`config.mk`:
```
export PLATFORM = sky130hd
export DESIGN_NAME = pcba_queue
export DESIGN_NICKNAME = d
export VERILOG_FILES = /design/src/hw/rtl/pcba_queue.sv
export VERILOG_INCLUDE_DIRS = /design/src /design/src/hw/rtl
export SDC_FILE = /design/constraint.sdc
export NUM_CORES = 1
export LEC_CHECK = 0
export ABC_AREA = 1
export BUFFER_PORTS_ARGS = -buffer_cell sky130_fd_sc_hd__buf_4
export CORE_MARGIN = 3
export CORE_UTILIZATION = 40
export DETAILED_ROUTE_END_ITERATION = 6
export SYNTH_ARGS = -nofsm -noshare
export SYNTH_HDL_FRONTEND = slang
export SYNTH_SLANG_ARGS = --single-unit
```
`constraint.sdc`:
```
create_clock -name clk -period 1.6 [get_ports clk]
set_input_delay 0.24 -clock clk [delete_from_list [all_inputs] [get_ports clk]]
set_output_delay 0.24 -clock clk [all_outputs]
set_load 0.03 [all_outputs]
```
`src/hw/rtl/particle_cell_binning_accumulator_macros.svh`:
```
// Assertion macros shared by the binning accumulator RTL.
`ifndef PARTICLE_CELL_BINNING_ACCUMULATOR_MACROS_SVH
`define PARTICLE_CELL_BINNING_ACCUMULATOR_MACROS_SVH

// Property checked on every clk edge outside reset.
`define PCBA_ASSERT(lbl, prop, msg) \
	lbl: assert property (@(posedge clk) disable iff (!arst_n) prop) else $error(msg);

// Condition that must never be seen on a clk edge outside reset.
`define PCBA_ASSERT_NEVER(lbl, cond, msg) \
	lbl: assert property (@(posedge clk) disable iff (!arst_n) !(cond)) else $error(msg);

`endif

```
`src/hw/rtl/pcba_queue.sv`:
```
// Short FIFO between the binning front and the store back.
`include "particle_cell_binning_accumulator_macros.svh"

module pcba_queue #(
	parameter int unsigned WIDTH = 8,
	parameter int unsigned DEPTH = 4
) (
	input  logic             clk,
	input  logic             arst_n,
	input  logic             push,
	input  logic [WIDTH-1:0] push_data,
	output logic             full,
	input  logic             pop,
	output logic [WIDTH-1:0] pop_data,
	output logic             not_empty
);

	localparam int unsigned PW = (DEPTH > 1) ? $clog2(DEPTH) : 1;

	logic [WIDTH-1:0] data_q [DEPTH];
	logic [PW-1:0]    wr_ptr_q;
	logic [PW-1:0]    rd_ptr_q;
	logic [PW:0]      count_q;

	assign full      = (count_q == (PW+1)'(DEPTH));
	assign not_empty = (count_q != '0);
	assign pop_data  = data_q[rd_ptr_q];

	always_ff @(posedge clk or negedge arst_n) begin
		if (!arst_n) begin
			wr_ptr_q <= '0;
			rd_ptr_q <= '0;
			count_q  <= '0;
		end else begin
			if (push) begin
				wr_ptr_q <= (wr_ptr_q == PW'(DEPTH-1)) ? '0 : wr_ptr_q + 1'b1;
			end
			if (pop) begin
				rd_ptr_q <= (rd_ptr_q == PW'(DEPTH-1)) ? '0 : rd_ptr_q + 1'b1;
			end
			if (push && !pop) begin
				count_q <= count_q + 1'b1;
			end else if (pop && !push) begin
				count_q <= count_q - 1'b1;
			end
		end
	end

	always_ff @(posedge clk) begin
		if (push) begin
			data_q[wr_ptr_q] <= push_data;
		end
	end

	`PCBA_ASSERT_NEVER(a_push_full, push && full, "queue written while full")
	`PCBA_ASSERT_NEVER(a_pop_empty, pop && !not_empty, "queue read while empty")

endmodule

```
==> summary.md <==
| Metric | Value |
|---|---|
| Dominant cell type by area after synthesis | edfxtp_1 |
| Kind of path behind the tightest hold check | primary input to flop |
| WP data required | around 1400 ps |
| Post-layout util | 52.9% |
| Fmax | approximately 620 MHz |
| Antenna fix cells | 0 |
| R2r startpoint | wr_ptr_q[0] |
| CP endpoint kind | primary output |
| Die Y | 71.4 um |
| Gr usage total | 13.2% |
| Initial antenna violation count | 0 |
| Post-Syn Area per Cell | between 10 and 15 um2 |
| Static Leak | 0.000959 uW |
| Synth top cells by count | nand2_1, edfxtp_1, inv_1 |
| Largest net degree at the start of global routing | 33 |
| Max Buffers Root-to-Sink | 2 |
| Most common cell in the synthesized netlist | nand2_1 |
| Post-route cell area | 0.00215 mm2 |
| Max-Cap Viols | 0 |
| Layout overhead on the synthesized area | 25.6% |
| Flop2flop setup slack | 200 ps |
| Max_slew headroom | 71.6% |
| Die area | around 0.0051 mm2 |
| CTS buffer count | 5 |
| Final period demand of the worst path | 1610 ps |
| Min Hold Slack | 146 ps |
| Share of layout cells above drive strength 1 | 25.0% |
| Die width | around 71 um |
| Post-synth EDFFs | 32 |
| Worst Hold Path EP | data_q[3][0] |
| Crit Path Max Fanout | 8 |
| CTS tree | built |
| Yosys warnings | 0 |
| Final ANT Viol Nets | 0 |
| Setup crit start | rd_ptr_q[0] |
| Row Count | 23 |
| DRC | 0 |
| Post-Route WL | 3390 um |
| CTS Sinks | 39 |
| First-pass GRT wire length | 4920 um |
| Via count | about 1100 |
| Share of the synthesized area in the top cell type | between 50% and 60% |
| Number of global-route vias before repair | 1050 |
| Vias per inst | 4.93 |
| WS Path Type | flop to primary output |
| Finished Layout Cells | between 200 and 250 |
| Largest cells by area after synthesis | edfxtp_1, dfrtp_1, nand2_1, o211ai_1, inv_1 |
| # IOs | 22 |
| Cell Area, Placed | 0.00192 mm2 |
| Slew Viols, Final | 0 |
| Placed insts | 216 |
| DR iter-0 viols | 58 |
| Status | finished, violations left |
| Crit share post-route | 100% |
| Reg-to-Reg End | data_q[2][7] |
| Final setup skew | 3.88 ps |
| Multi-input gate area | 444 um2 |
| Crit path launch type | flop |
| PwrDens | 1810 mW/mm2 |
| Core footprint | 0.00406 mm2 |
| Top FF cell, synth | edfxtp_1 |
| Setup TNS | -7.63 ps |
| PnR worst setup slack | -7.63 ps |
| Overflow after GRT | 0 |
| Failing checks | negative setup slack |
| CTS Root Cell | clkbuf_8 |
| H-Tree Depth | 2 |
| Worst-Margin Slew | 426 ps |
| Detailed placement HPWL | between 2000 and 2500 um |
| Crit path DAT | 1370 ps |
| Filler Cell Count | 344 |
| Routed WL per cell | roughly 15 um |
| Mapped Area | 0.00171 mm2 |
| DRT Pass-1 Iters | 4 |
| Hold Startpoint | push_data[0] |
| Hold Crit Depth | 1 |
| Final Hold Fails | 0 |
| Sequential area share after synthesis | 66.4% |
| Insertion delay to the later sink of the worst-skew pair | 290 ps |
| RSZ-0062 raised after global routing | yes |
| Number of setup violations in the final report | 1 |
| Synth unique cells | 18 |
| Mapped Cells | approximately 150 |
| Initial Util | 42.2% |
| Nets | ~200 |
| Storage element area | 0.00114 mm2 |
| Syn_nets | 165 |
| Number of buffers added on ports | 21 |
| Flops & latches, synth | 39 |
| GPL Wtd Cong | 0.819 |
| Asr flop ratio synth | between 15 and 20% |
| Worst VDD drop | 0.731 mV |
| Clk pin slew, worst setup/hold paths | approximately 70 ps |
| FF-to-FF path depth | 4 |
-- flip-flops by register name, summed over array words and instances, names as in the netlist --
register and flops:
rd_ptr_q 2, data_q 32, count_q 3, wr_ptr_q 2
-- cells by family after synthesis --
family	after synthesis	share of synthesized area, %
AO/OA/AOI/OAI	20	8.19
XOR/XNOR	1	0.512
adder cells (fa/ha/maj)	7	5.56
buffers and inverters	33	8.92
flip-flops	39	66.4
AND/OR/NAND/NOR	46	10.4
-- critical path: stages, from the launching register on --
cell	delay [ps]
dfrtp_1	390
inv_4	80
clkbuf_16	160
o211ai_1	180
nand2_1	120
buf_6	150
-- routing by layer --
layer / track usage [%] / share of wire [%] / vias to the layer above / wire length [um]
met5: 0 / 0 / - / 0
met4: 4.38 / 1.3 / 0 / 44
met3: 5.05 / 4.9 / 5 / 166
met2: 22.2 / 54 / 23 / 1840
met1: 15.5 / 40 / 555 / 1340
li1: - / - / 552 / -
-- worst max path at each step --
stage                   to  slack (ps)  depth (start not counted)
6_report       pop_data[6]          -8                          5
5_1_grt        pop_data[6]         -80                          5
4_1_cts        pop_data[4]         -10                          6
3_5_place_dp    count_q[2]         120                          9
3_3_place_gp    count_q[2]         220                          9
2_1_floorplan         full         240                          1
-- where the power goes --
group,total [uW],switching [uW],internal [uW]
clock,628,324,304
combinational,1820,1060,762
sequential,1440,111,1330
-- through the flow --
step	worst slack [ps]	total power, uW
after floorplan	243	2460
after global placement	220	2900
after detailed placement	117	2960
after CTS	-10.6	3660
after global routing	-81.0	4140
final	-7.63	3890
-- cell usage in the layout, fill, tap and decap left out, drive strengths merged --
cell,synthesis,final
o211ai,16,16
nor3,1,1
edfxtp,32,32
ha,6,6
fa,1,1
nor2,2,2
dfrtp,7,7
nand4,1,1
nand3,1,1
xnor2,1,1
clkinv,0,1
clkbuf,1,8
dlygate4sd3,0,1
nand2,41,41
buf,3,27
o21ai,4,4
clkinvlp,0,1
inv,29,29
-- layout make-up --
type / instances / area share (%)
sequential: 39 / 52.9
multi-input combinational: 74 / 20.7
timing repair buffer: 30 / 14.4
inverter: 29 / 5.18
clock buffer: 6 / 3.38
tap: 50 / 2.91
clock inverter: 2 / 0.582
-- what timing repair did --
item | 4_1_cts | 5_1_grt
pin swaps | 0 | 10
endpoints found under the setup margin | 6 | 8
buffers inserted | 0 | 2
endpoints found under the hold margin | 7 | 0
hold buffers | 1 | 0
resized for setup | 6 | 11
gates cloned | 0 | 3
Power figures use the tool's default switching activity.
